File: config.mk
export PLATFORM = sky130hd
export DESIGN_NAME = wpbq_front
export DESIGN_NICKNAME = d
export VERILOG_FILES = /design/src/design/wpbq_pkg.sv /design/src/design/wpbq_front.sv
export SDC_FILE = /design/constraint.sdc
export NUM_CORES = 1
export LEC_CHECK = 0
export BUFFER_PORTS_ARGS = -buffer_cell sky130_fd_sc_hd__buf_2
export CORE_MARGIN = 2
export CORE_UTILIZATION = 55
export CTS_CLUSTER_SIZE = 16
export DETAILED_ROUTE_END_ITERATION = 7
export HOLD_SLACK_MARGIN = 0.02
export PLACE_DENSITY = 0.9
export SLEW_MARGIN = 10
export SYNTH_ARGS = -nofsm -noshare
export SYNTH_HDL_FRONTEND = slang
export SYNTH_SLANG_ARGS = --single-unit
File: constraint.sdc
create_clock -name clk_i -period 4.69 [get_ports clk_i]
set_input_delay 0 -clock clk_i [delete_from_list [all_inputs] [get_ports clk_i]]
set_output_delay 0 -clock clk_i [all_outputs]
set_load 0.03 [all_outputs]
File: src/design/wpbq_pkg.sv
// ----------------------------------------------------------------------------
// wpbq_pkg
// Shared types and constants for the waveform peak builder and query block.
// ----------------------------------------------------------------------------
`default_nettype none

package wpbq_pkg;

  localparam int unsigned CH_W     = 3;
  localparam int unsigned SAMPLE_W = 16;
  localparam int unsigned POS_W    = 21;
  localparam int unsigned NCH_W    = 4;
  localparam int unsigned CFG_W    = 21;
  localparam int unsigned TDATA_W  = 64;
  localparam int unsigned ODATA_W  = 32;

  // Bucket size is a power of two so that bucket indexes are plain shifts.
  localparam int unsigned BUCKET_SH          = 8;
  localparam int unsigned SAMPLES_PER_BUCKET = 32'd1 << BUCKET_SH;

  localparam logic signed [SAMPLE_W-1:0] PEAK_POS = 16'sd32767;
  localparam logic signed [SAMPLE_W-1:0] PEAK_NEG = -16'sd32767;
  localparam logic signed [SAMPLE_W-1:0] CODE_MIN = -16'sd32768;

  localparam logic [POS_W-1:0] TOTAL_RESET = 21'd1048576;
  localparam logic [NCH_W-1:0] NCH_RESET   = 4'd1;

  typedef enum logic {
    REG_NUM_CHANNELS  = 1'b0,
    REG_TOTAL_SAMPLES = 1'b1
  } cfg_reg_e;

  typedef enum logic {
    OP_PUSH  = 1'b0,
    OP_QUERY = 1'b1
  } opcode_e;

  typedef enum logic [1:0] {
    ST_IDLE,
    ST_WALK,
    ST_FIN,
    ST_OUT
  } back_state_e;

  // Classified item handed from the front to the back.
  typedef struct packed {
    logic                       is_query;
    logic                       ch_ok;
    logic                       early_empty;
    logic [CH_W-1:0]            channel;
    logic signed [SAMPLE_W-1:0] sample;
    logic [POS_W-1:0]           start_s;
    logic [POS_W-1:0]           end_s;
  } item_t;

endpackage

`default_nettype wire

File: src/design/wpbq_front.sv
// ----------------------------------------------------------------------------
// wpbq_front
// Accepts stream items, decodes and clamps them, and queues them for the back.
// ----------------------------------------------------------------------------
`default_nettype none

module wpbq_front import wpbq_pkg::*; #(
  parameter int unsigned MAX_CHANNELS = 8
) (
  input  wire logic               clk_i,
  input  wire logic               rst_ni,
  input  wire logic               s_tvalid_i,
  output logic                    s_tready_o,
  input  wire logic [CH_W-1:0]    channel_i,
  input  wire logic [SAMPLE_W-1:0] sample_i,
  input  wire logic [POS_W-1:0]   start_i,
  input  wire logic [POS_W-1:0]   end_i,
  input  wire logic               opcode_i,
  input  wire logic [NCH_W-1:0]   num_channels_i,
  input  wire logic [POS_W-1:0]   total_samples_i,
  output item_t                   item_o,
  output logic                    item_valid_o,
  input  wire logic               item_ready_i
);

  item_t       fifo_q [2];
  logic        wr_ptr_q, rd_ptr_q;
  logic [1:0]  count_q;
  item_t       cls;
  logic        push, pop;
  logic [POS_W-1:0] end_c, start_c;
  logic signed [SAMPLE_W-1:0] smp;

  always_comb begin
    smp   = $signed(sample_i);
    end_c = (end_i > total_samples_i) ? total_samples_i : end_i;
    start_c = (start_i > end_c) ? end_c : start_i;
    cls.is_query    = (opcode_i == OP_QUERY);
    cls.ch_ok       = (32'(channel_i) < 32'(num_channels_i)) &&
                      (32'(channel_i) < MAX_CHANNELS);
    cls.early_empty = !cls.ch_ok || (start_c >= end_c);
    cls.channel     = channel_i;
    cls.sample      = (smp == CODE_MIN) ? PEAK_NEG : smp;
    cls.start_s     = start_c;
    cls.end_s       = end_c;
  end

  assign s_tready_o   = (count_q != 2'd2);
  assign item_valid_o = (count_q != 2'd0);
  assign item_o       = fifo_q[rd_ptr_q];
  assign push         = s_tvalid_i && s_tready_o;
  assign pop          = item_valid_o && item_ready_i;

  always_ff @(posedge clk_i) begin
    if (push) begin
      fifo_q[wr_ptr_q] <= cls;
    end
  end

  always_ff @(posedge clk_i or negedge rst_ni) begin
    if (!rst_ni) begin
      wr_ptr_q <= 1'b0;
      rd_ptr_q <= 1'b0;
      count_q  <= 2'd0;
    end else begin
      if (push) wr_ptr_q <= ~wr_ptr_q;
      if (pop)  rd_ptr_q <= ~rd_ptr_q;
      if (push && !pop)      count_q <= count_q + 2'd1;
      else if (pop && !push) count_q <= count_q - 2'd1;
    end
  end

endmodule

`default_nettype wire

Word-level counts from Yosys, hierarchy flattened
Memories as Yosys holds them, arrays and structs flattened.
Index checks and enable logic that the tools add are counted.
- flip-flop bits (word level): 4
- output and inout port bits: 66
- word-level logic and storage cells: 31
- bits in latches: 0
- memories: 1
- memory bits (writable): 128
- input bits: 91
- ROM bits: 0
- memories (name ; words ; width ; rd ports ; clocked after memory_dff ; write ports ; line ; source):
    fifo_q ; 2 ; 64 ; 1 ; 0 ; 1 ; wpbq_front.sv:26 ; item_t fifo_q [2];
- reductions and logical operators: 10
- add/subtract/negate cells: 2
- bitwise gates (word level): 2
- multipliers: 0
- equality and inequality tests: 2
- magnitude comparators: 4
- multiplexer cells: 7
- shift-type cells: 0
- divide/modulo/power cells: 0
- operators by type and width (operator ; count):
    > comparator 21 bit ; 2
    2-to-1 mux 21 bit ; 2
    greater-or-equal comparator 21 bit ; 1
    == test 16 bit, second input constant ; 1
    2-to-1 mux 16 bit ; 1
    logical AND 1 bit ; 4
    less-than comparator 3 x 4 -> 1 bit ; 1
    2-to-1 mux 2 bit ; 2
    nonzero test 2 bit ; 2
    zero test 1 bit ; 3
    adder 2 x 1 -> 2 bit, second input constant ; 1
    2-to-1 mux 1 bit ; 2
    inequality test 2 bit, second input constant ; 1
    NOT 1 bit ; 2
    subtractor 2 x 1 -> 2 bit, second input constant ; 1
    logical OR 1 bit ; 1

Logic depth before layout (Yosys ltp)
Gate-level depths: netlist of run 1.
- word-level depth: 6
- mapped depth: 28
- depth with buffers taken out: 25

Worst setup path after synthesis of run 1
OpenSTA, ideal clock, no wires.
- kind: input-to-reg
- start: input total_samples_i[6]
- end: memory fifo_q[0][61] in the netlist's numbering, data pin
- stages on the path: 25
- setup time: 169 ps
- path buffers: 2
- data required time: 4521 ps
- path slack: -701 ps
- arrival time: 5223 ps
- cell sequence: inv_1 ha_1 a21o_1 a221o_1 a221o_1 a211oi_2 buf_2 a221o_1 inv_1 ha_1 a21o_1 a221o_1 a221oi_1 o211ai_1 nand2_1 clkbuf_1 mux2_2 ha_1 nand4_1 or2_2 o31ai_1 a21o_1 a21oi_1 o311a_1 o21ai_0
- RTL lines (element ; line ; source):
    from (decl) ; wpbq_front.sv:20 ; input wire logic [POS_W-1:0] total_samples_i,
    to (decl) ; wpbq_front.sv:26 ;

==> reports/metrics.csv, run 1 <==
stage,metric,value,unit
place,dp_hpwl,14380,um
sta,fin_skew,0.006815,ns
synthesis,synth.ff_latch_count,132,
sta,minimum_period_implied_by_the_final_worst_setup_slack,5.495,ns
run_status,outcome,"finished, violations left",
cts,clock_tree.root_cell,clkbuf_16,
die,initial_utilization,56.85,%
die,dieHeight,118.7,um
drt,totalWireLength,26330,um
sta,timing.final.max_slew_violations,0,
worst_setup_path,critPathSlowestCell,nor4_4,
global_route,grt_pass1_wl,35370,um
synthesis,post_synth_num_cell_types,43,
sta,finalSetupViolCount,2,
worst_setup_path,worstSetupPathType,primary input to register,
synthesis,synth_enable_flop_cells,128,
sta,final_critical_path_setup_slack,-0.8049,ns
cts,cts_tree,done,
synthesis,yosysWarningCount,0,
drt,drt-pass1-iter-count,6,
layout,filler_cell_count,577,
drt,vias_per_cell,6.210,
cts,worst_skew_pair.late_latency,0.42,ns
layout,final_layout_size_suffix_gt1_share,57.22,%
power,cellPowerDensity,522.7,nW/um2
sta,worst-slew-pin-transition,0.9830,ns
sta,maxClockFrequency,182.0,MHz
global_route,global_route.usage.total,32.73,%
cts,numCtsBuffers,17,
drt,initialDrtViolationCount,756,
place,place.port_buffers,156,
layout,final_net_count,1037,
die,die_area,14080,um2
worst_setup_path,critical_path.max_fanout,7,
drt,drcViolationCount,0,
die,horizontal_die_dimension,118.7,um
die,pin_count,157,
synthesis,netlist_top_cells_area,"edfxtp_1, mux2_2, ha_1",
synthesis,post_synth_inst_count,542,
sta,unrepaired_setup_endpoints_after_global_routing,true,
sta,final_hold_viol_count,0,
cts,htree_num_levels,4,
synthesis,syn-mean-instance-area,13.34,um2
synthesis,synth_top_flop_cell,edfxtp_1,
sta,setup-tns-final,-1.610,ns
synthesis,synth_fp_nets,699,
worst_setup_path,cpPeakStageDelay,0.40,ns
worst_setup_path,critPathArrivalTime,5.75,ns
global_route,remaining_overflow_grt,0,
synthesis,syn_area,7232,um2
global_route,pin_count_of_the_biggest_net_entering_global_routing,66,
cts,buffer_depth_of_the_longest_clock_path,2,
run,maxCapViolCount,0,
worst_setup_path,wp_data_required,4.94,ns
drt,routed-via-count,6620,
power,static-leakage-power,0.004636,uW
global_route,grt_pass1_vias,6734,
sta,period_share,117.2,%
worst_setup_path,critical_path.startpoint_type,primary input,
die,core_area,12720,um2
place,routability_congestion,0.9260,
global_route,antenna_found_initial,1,
place,preCtsSetupSlack,-0.6698,ns
run_status,violations_in_the_final_reports,setup timing,
synthesis,asyncSetResetFlopFracSynth,3.030,%
worst_setup_path,cp_most_frequent_cell,ha_4,
synthesis,synth_largest_type_area_fraction,53.15,%
sta,slew_headroom,34.31,%
cts,clkTransAtPathRegs,0.06,ns
power,worst_voltage_drop_across_the_vdd_grid,366.7,uV
synthesis,synth_top_area_cell,edfxtp_1,
worst_hold_path,worstHoldPathType,primary input to register,
layout,syn_to_final_growth,48.56,%
drt,routed_wire_length_per_instance,24.70,um
die,std_cell_rows,41,
drt,antenna_viol_nets_final,0,
synthesis,seq_area_frac_synth,54.53,%
worst_setup_path,crit_path_end_kind,register,
worst_setup_path,setup.reg_to_reg.worst_slack,2.22,ns
cts,tritoncts_num_sinks,132,
repair_timing:
action / CTS / global route
setup buffers: 4 / 12
pin swaps: 9 / 20
hold buffers: 28 / 0
endpoints found under the setup margin: 2 / 2
gates cloned: 0 / 2
hold endpoints to repair: 54 / 0
gates resized for setup: 16 / 33
routing by layer:
metal / GRT usage [%] / vias up / part of all wire (%)
met5: 0 / - / 0
met4: 20.54 / 0 / 7.1
met3: 8.687 / 160 / 9.6
met2: 56.36 / 545 / 49
met1: 35.70 / 3152 / 34
li1: - / 2763 / -
where the power goes:
group	internal [uW]	leakage [uW]	switching, uW
clock network	697	0.000258	534
logic	1020	0.00314	1590
registers	1670	0.00124	103
total	3390	0.00464	2230
layout by cell type, fill, tap and decap left out, drive strengths merged, types with 2 or more instances in the layout:
| master | count |
|---|---|
| mux2 | 86 |
| a21o | 13 |
| dfrtp | 4 |
| buf | 324 |
| o21ai | 10 |
| and4 | 2 |
| nor2 | 7 |
| nand4 | 10 |
| nor2b | 3 |
| o31ai | 20 |
| nor4 | 4 |
| dlygate4sd3 | 28 |
| xor2 | 2 |
| o21a | 2 |
| edfxtp | 128 |
| inv | 52 |
| or2 | 3 |
| xnor2 | 3 |
| nand2b | 4 |
| clkinv | 4 |
| clkbuf | 20 |
| nand3 | 23 |
| a221o | 22 |
| clkinvlp | 4 |
| a21oi | 21 |
| ha | 66 |
| nand2 | 13 |
| and2 | 2 |
cells in the mapped netlist (7+ instances only):
master      n
o31ai_1    20
nand3_1    23
a221o_1    22
a21oi_1    20
o21ai_0     8
a21o_1     13
ha_1       66
nand4_1    10
clkbuf_1   28
nand2_1    13
nor2_1      7
edfxtp_1  128
inv_1      47
mux2_2     86
layout make-up:
type,count,area (um2),share of cell area (%)
Timing Repair Buffer,353,2376,22.11
Sequential cell,132,3945,36.72
Inverter,47,191.4,1.782
Antenna cell,1,2.502,0.02329
Tap cell,172,215.2,2.003
Multi-Input combinational cell,329,3471,32.30
Clock buffer,19,442.9,4.122
Clock inverter,13,100.1,0.9316
kinds of logic after synthesis:
family,synth area share (%)
flops,54.53
simple gates,5.710
compound gates,9.810
mux,13.53
buf+inv,4.394
fa+ha+maj,11.42
xor+xnor,0.6056
sequential cells by signal (all words and copies together), names as in the netlist:
name / cells
count_q: 2
fifo_q: 128
rd_ptr_q: 1
wr_ptr_q: 1
critical path, delay by kind of cell:
family	cells	cell delay, ns
fa+ha+maj	3	0.83
mux	1	0.33
simple gates	7	1.30
compound gates	11	2.39
buf+inv	7	0.90
final timing paths:
path / endpoint / from / depth (start not counted)
setup / recovery: fifo_q[0][61] / total_samples_i[16] / 29
hold / removal: fifo_q[0][30] / start_i[9] / 3
setup reg to reg: fifo_q[0][11] / count_q[0] / 4
hold reg to reg: count_q[1] / count_q[1] / 1
max in group asynchronous: rd_ptr_q / rst_ni / 3
min in group asynchronous: count_q[0] / rst_ni / 3
metrics by stage:
stage	total power, uW	hold WS [ns]	std cells	util [%]	instance area [um2]
3_3_place_gp	3936	-0.1951	988	74.72	9507
4_1_cts	5340	0.02431	1052	81.95	10430
6_report	5616	0.04232	1066	84.45	10740
3_5_place_dp	4050	-0.1899	988	74.72	9507
2_1_floorplan	3278	-0.2956	542	-	7520
5_1_grt	5782	0.03665	1066	84.45	10740
Note: power is estimated with default switching activity, not from simulation.
==> run 2: changes to the inputs <==
--- a/config.mk
+++ b/config.mk
@@ -14,2 +14,3 @@
 export PLACE_DENSITY = 0.9
+export SKIP_LAST_GASP = 1
 export SLEW_MARGIN = 10
==> constraint.sdc (replaced) <==
create_clock -name clk_i -period 4.69 [get_ports clk_i]
set_input_delay 0.2345 -clock clk_i [delete_from_list [all_inputs] [get_ports clk_i]]
set_output_delay 0.2345 -clock clk_i [all_outputs]
set_load 0.03 [all_outputs]
==> run 2 against run 1 <==
The run still ends with setup timing left; power up 3.0%; core utilization up 2.4 points; flip-flop and latch count unchanged; cell count up 1.8%; largest power group unchanged.
==> reports/metrics.csv, run 2 (same netlist as run 1, synthesis figures left out) <==
stage,metric,value,unit
drt,antenna_viol_nets_final,0,
cts,tritoncts_num_sinks,132,
sta,period_share,123.1,%
cts,buffer_depth_of_the_longest_clock_path,2,
layout,largest_register_ffs,128,
global_route,pin_count_of_the_biggest_net_entering_global_routing,66,
worst_setup_path,reg2reg_depth,4,
die,initial_utilization,56.85,%
sta,minimum_period_implied_by_the_final_worst_setup_slack,5.774,ns
layout,syn_to_final_growth,52.73,%
worst_setup_path,critical_path.max_fanout,7,
worst_setup_path,critPathTopFamily,compound AO/OA/AOI/OAI gates,
run,maxCapViolCount,0,
layout,layout.cells.most_common_list,"buf_4, buf_2, edfxtp_1, mux2_2, ha_1",
drt,totalWireLength,27870,um
cts,numCtsBuffers,17,
layout,registers.top_by_ff_count,fifo_q,
layout,layoutNonFillerInstCount,1085,
worst_setup_path,wp_data_required,4.85,ns
sta,worst-slew-pin-transition,1.020,ns
place,place.port_buffers,156,
cts,worst_skew_pair.late_latency,0.42,ns
drt,drt-pass1-iter-count,7,
sta,fin_skew,0.008788,ns
power,static-leakage-power,0.004795,uW
die,std_cell_rows,41,
worst_setup_path,critPathArrivalTime,5.93,ns
sta,final_critical_path_setup_slack,-1.084,ns
layout,biggestRegsByFlops,"fifo_q: 128 flops, count_q: 2 flops",
cts,clock_tree.root_cell,clkbuf_16,
drt,initialDrtViolationCount,633,
sta,final_hold_viol_count,0,
worst_setup_path,critPathSlowestCell,nor4_4,
global_route,remaining_overflow_grt,0,
place,post-place-cells,990,
sta,finalSetupViolCount,2,
worst_setup_path,combined_buffer_and_inverter_count_along_the_critical_path,8,
drt,vias_per_cell,6.308,
place,dp_hpwl,14540,um
worst_setup_path,cp_most_frequent_cell,buf_6,
sta,setup-tns-final,-2.168,ns
sta,timing.final.max_slew_violations,0,
place,routability_congestion,0.9234,
worst_setup_path,timing.rr.end,fifo_q[0][29],
global_route,global_route.usage.total,36.55,%
sta,slew_headroom,31.85,%
drt,drcViolationCount,0,
cts,htree_num_levels,4,
die,die_area,14080,um2
worst_setup_path,critical_path.startpoint_type,primary input,
die,horizontal_die_dimension,118.7,um
cts,cts_tree,done,
sta,maxClockFrequency,173.2,MHz
layout,layout.core_utilization,86.82,%
worst_setup_path,setup.reg_to_reg.worst_slack,2.20,ns
die,dieHeight,118.7,um
die,pin_count,157,
layout,final_layout_size_suffix_gt1_share,62.06,%
cts,clkTransAtPathRegs,0.06,ns
drt,routed-via-count,6844,
worst_setup_path,crit_path_end_kind,register,
global_route,grt_pass1_wl,38940,um
run_status,outcome,"finished, violations left",
worst_setup_path,worstSetupEndpoint,fifo_q[1][61],
worst_setup_path,worstSetupPathType,primary input to register,
worst_setup_path,path_depth,31,
power,worst_voltage_drop_across_the_vdd_grid,317.6,uV
global_route,grt_pass1_vias,7049,
die,core_area,12720,um2
layout,final_net_count,1056,
worst_setup_path,worstReg2RegStart,count_q[0],
power,cellPowerDensity,523.6,nW/um2
global_route,antenna_found_initial,0,
sta,unrepaired_setup_endpoints_after_global_routing,true,
layout,final_common_cell,buf_4,
worst_setup_path,cpPeakStageDelay,0.33,ns
worst_setup_path,cp-startpoint,total_samples_i[20],
run_status,violations_in_the_final_reports,setup timing,
worst_hold_path,worstHoldPathType,primary input to register,
drt,routed_wire_length_per_instance,25.68,um
[run 2: cell count changes in the layout (fill, tap and decap cells not counted), moves of 8 or more]
cell / previous run / this run
inv_1: 33 / 25
buf_6: 3 / 15
buf_2: 154 / 142
dlygate4sd3_1: 28 / 4
buf_4: 166 / 207
[run 2: how the worst min path moves through the flow]
stage,startpoint,end,slack (ns),cells past startpoint
finish,sample_i[12],fifo_q[1][54],0.02,1
global route,channel_i[1],fifo_q[0][59],0.02,1
CTS,sample_i[12],fifo_q[1][54],0.02,1
detailed placement,rst_ni,count_q[1],0.04,1
global placement,rst_ni,count_q[1],0.04,1
floorplan,rst_ni,count_q[0],-0.06,0
[run 2: power breakdown]
group	switching (uW)	leakage, uW	internal, uW
Clock	533	0.000296	844
Sequential	90.7	0.00124	1670
Combinational	1590	0.00326	1050
[run 2: final cells by class]
class / instances / area [um2]
Clock buffer: 18 / 429.2
Clock inverter: 14 / 177.7
Tap cell: 172 / 215.2
Inverter: 47 / 201.4
Antenna cell: 1 / 2.502
Multi-Input combinational cell: 329 / 3536
Sequential cell: 132 / 3945
Fill cell: 531 / 1677
Timing Repair Buffer: 372 / 2539
[run 2: layer usage]
metal	track usage (%)	vias to the layer above	part of all wire, %
li1	-	2804	-
met1	39.33	3244	34
met2	63.11	596	48
met3	8.784	200	9.7
met4	25.22	0	8.2
met5	0	-	0
[run 2: repair_timing]
| action | in CTS | in global routing |
|---|---|---|
| pin swaps | 36 | 39 |
| endpoints found under the hold margin | 10 | 0 |
| cloned | 2 | 0 |
| gates resized for setup | 51 | 41 |
| hold buffers | 4 | 0 |
| buffers inserted | 44 | 14 |
| setup endpoints to repair | 2 | 20 |
[run 2: through the flow]
stage | setup WS, ns | total power, uW | instance area [um2] | hold slack [ns]
final | -1.084 | 5783 | 11050 | 0.02453
after global routing | -1.186 | 5937 | 11040 | 0.02181
after CTS | -0.5272 | 5551 | 10780 | 0.02025
after detailed placement | -0.9705 | 4057 | 9522 | 0.04442
after global placement | -0.6727 | 3938 | 9522 | 0.03943
after floorplan | -0.4043 | 3278 | 7520 | -0.06109
==> run 3: changes to the inputs <==
CELL_PAD_IN_SITES_DETAIL_PLACEMENT = 1   (was default)
CELL_PAD_IN_SITES_GLOBAL_PLACEMENT = 1   (was default)
CORE_UTILIZATION = 44   (was 55)
PLACE_DENSITY = 0.89   (was 0.9)
==> run 3 against run 2 <==
The flow still finishes with violations (setup timing); non-clock buffer count is 15 higher; global-route usage is 0.30 points higher; sequential share of layout area is 0.42 points lower; worst hold slack better by 0.0073 ns; highest routed layer unchanged; fmax is 6.3% lower; critical path depth is 3 lower; critical endpoint unchanged; cell count is 5.4% higher; flip-flop and latch count stayed put; design area is 1.2% higher.
==> reports/metrics.csv, run 3 (same netlist as run 1, synthesis figures left out) <==
stage,metric,value,unit
worst_hold_path,timing.hold.worst.start,sample_i[7],
die,std_cell_rows,46,
die,horizontal_die_dimension,132.2,um
layout,largest_register_ffs,128,
worst_setup_path,setup.reg_to_reg.worst_slack,2.23,ns
worst_hold_path,min_to,fifo_q[0][49],
sta,fin_skew,0.01297,ns
worst_setup_path,critPathArrivalTime,6.41,ns
run,maxCapViolCount,0,
power,report.power.total,5971,uW
layout,layout.cells.most_common_list,"buf_4, buf_2, edfxtp_1, mux2_2, ha_1",
layout,filler_cell_count,1592,
layout,layoutNonFillerInstCount,1144,
sta,finalSetupViolCount,15,
cts,clock_tree.root_cell,clkbuf_16,
power,worst_voltage_drop_across_the_vdd_grid,300.9,uV
drt,totalWireLength,34390,um
layout,multi_input_comb_area,3503,um2
sta,final_critical_path_setup_slack,-1.472,ns
sta,timing.final.max_slew_violations,0,
drt,routed-via-count,6986,
die,dieHeight,132.2,um
place,routability_congestion,0.8537,
cts,worst_skew_pair.late_latency,0.43,ns
global_route,remaining_overflow_grt,0,
cts,buffer_depth_of_the_longest_clock_path,2,
layout,registers.top_by_ff_count,fifo_q,
worst_setup_path,critical_path.startpoint_type,primary input,
global_route,grt_pass1_wl,47310,um
power,clk_pwr_share,22.9,%
layout,final_layout_size_suffix_gt1_share,61.81,%
place,place.port_buffers,156,
global_route,pin_count_of_the_biggest_net_entering_global_routing,41,
power,net_switching_component_of_the_power,2437,uW
worst_setup_path,wp_data_required,4.94,ns
cts,tritoncts_num_sinks,132,
power,power.internal,3534,uW
drt,drt-pass1-iter-count,5,
run_status,violations_in_the_final_reports,setup timing,
sta,setup-tns-final,-3.737,ns
sta,slew_headroom,42.59,%
worst_setup_path,worstSetupPathType,primary input to register,
die,core_area,16000,um2
place,dp_hpwl,17750,um
sta,worst-slew-pin-transition,0.8591,ns
power,pwr-share-comb,46.2,%
power,cellPowerDensity,534.2,nW/um2
worst_setup_path,crit_path_end_kind,register,
worst_setup_path,worstReg2RegStart,count_q[0],
sta,final_hold_viol_count,0,
cts,numCtsBuffers,17,
sta,minimum_period_implied_by_the_final_worst_setup_slack,6.162,ns
worst_setup_path,timing.rr.end,fifo_q[0][25],
drt,drcViolationCount,0,
global_route,antenna_found_initial,0,
layout,biggestRegsByFlops,"fifo_q: 128 flops, count_q: 2 flops",
drt,initialDrtViolationCount,606,
layout,syn_to_final_growth,54.55,%
layout,final_net_count,1071,
power,power.sequential.fraction,30.9,%
drt,vias_per_cell,6.107,
sta,period_share,131.4,%
worst_hold_path,worst_hold_stages,1,
global_route,global_route.usage.total,36.85,%
worst_hold_path,worstHoldPathType,primary input to register,
cts,cts_tree,done,
sta,unrepaired_setup_endpoints_after_global_routing,true,
die,pin_count,157,
worst_setup_path,reg2reg_depth,4,
layout,final_common_cell,buf_4,
drt,routed_wire_length_per_instance,30.06,um
run_status,outcome,"finished, violations left",
sta,maxClockFrequency,162.3,MHz
die,die_area,17480,um2
power,switching_power_share_of_the_total,40.81,%
cts,clkTransAtPathRegs,0.06,ns
layout,sequential_cell_area,3945,um2
power,static-leakage-power,0.004824,uW
worst_setup_path,critical_path.max_fanout,14,
die,initial_utilization,45.20,%
drt,antenna_viol_nets_final,0,
place,post-place-cells,1035,
cts,htree_num_levels,4,
layout,layout.core_utilization,69.85,%
global_route,grt_pass1_vias,7506,
-- run 3: worst max-delay path by stage --
stage                        start             to  depth (start not counted)
2_1_floorplan   total_samples_i[7]  fifo_q[0][61]                         26
3_3_place_gp    total_samples_i[7]  fifo_q[0][61]                         27
3_5_place_dp   total_samples_i[19]  fifo_q[0][61]                         28
4_1_cts                  end_i[20]  fifo_q[1][61]                         29
5_1_grt         total_samples_i[2]  fifo_q[0][61]                         28
6_report        total_samples_i[2]  fifo_q[1][61]                         28
-- run 3: final cells by class --
class	count	share of cell area, %
antenna	1	0.02239
clock buffer	18	3.840
clock inverter	14	1.355
inverter	47	1.802
multi-input combinational	329	31.34
sequential	132	35.30
tap	216	2.418
timing repair buffer	387	23.92
-- run 3: stage by stage --
stage | setup WS, ns | hold WS (ns) | instance area (um2)
after detailed placement | -1.143 | 0.05073 | 9584
after floorplan | -0.4043 | -0.06109 | 7520
after global placement | -0.7311 | 0.03950 | 9584
after CTS | -0.6779 | 0.02054 | 10950
final | -1.472 | 0.03186 | 11180
after global routing | -1.367 | 0.02425 | 11170
-- run 3: critical path, stage by stage --
cell	delay, ns
buf_2	0.12
inv_1	0.08
ha_1	0.35
nand3b_1	0.15
a21oi_1	0.24
a211o_1	0.26
o21ai_2	0.26
buf_4	0.23
o31ai_1	0.28
a221o_1	0.27
inv_2	0.09
ha_1	0.36
nand2_2	0.13
nor4_4	0.36
and4_4	0.30
o21ai_2	0.08
o211ai_1	0.17
nand2_2	0.20
buf_12	0.20
mux2_4	0.33
ha_4	0.29
nand4_1	0.21
or2_4	0.35
o31ai_4	0.18
a21o_1	0.22
a21oi_2	0.08
o311a_1	0.14
o21ai_2	0.21
-- run 3: power by group through the flow --
| stage | sequential [uW] | combinational [uW] | clock (uW) |
|---|---|---|---|
| 3_5_place_dp | 1820 | 2300 | 0 |
| 6_report | 1840 | 2760 | 1370 |
| 4_1_cts | 1810 | 2510 | 1340 |
| 5_1_grt | 1860 | 2830 | 1410 |
| 3_3_place_gp | 1790 | 2180 | 0 |
| 2_1_floorplan | 1750 | 1530 | 0 |
-- run 3: layer usage --
layer  part of all wire (%)  wire (um)  global-route usage (%)  vias up
met5                      0          0                       0        -
met4                    7.0       2420                   20.43        0
met3                    7.7       2642                   10.11      183
met2                     50      17150                   66.64      524
met1                     35      12180                   38.67     3439
li1                       -          -                       -     2840
-- run 3: repair_timing --
action	CTS	global route
buffers inserted	45	16
cloned	3	1
pin swaps	35	34
hold buffers	13	0
endpoints found under the hold margin	27	0
endpoints found under the setup margin	2	7
resized for setup	67	19
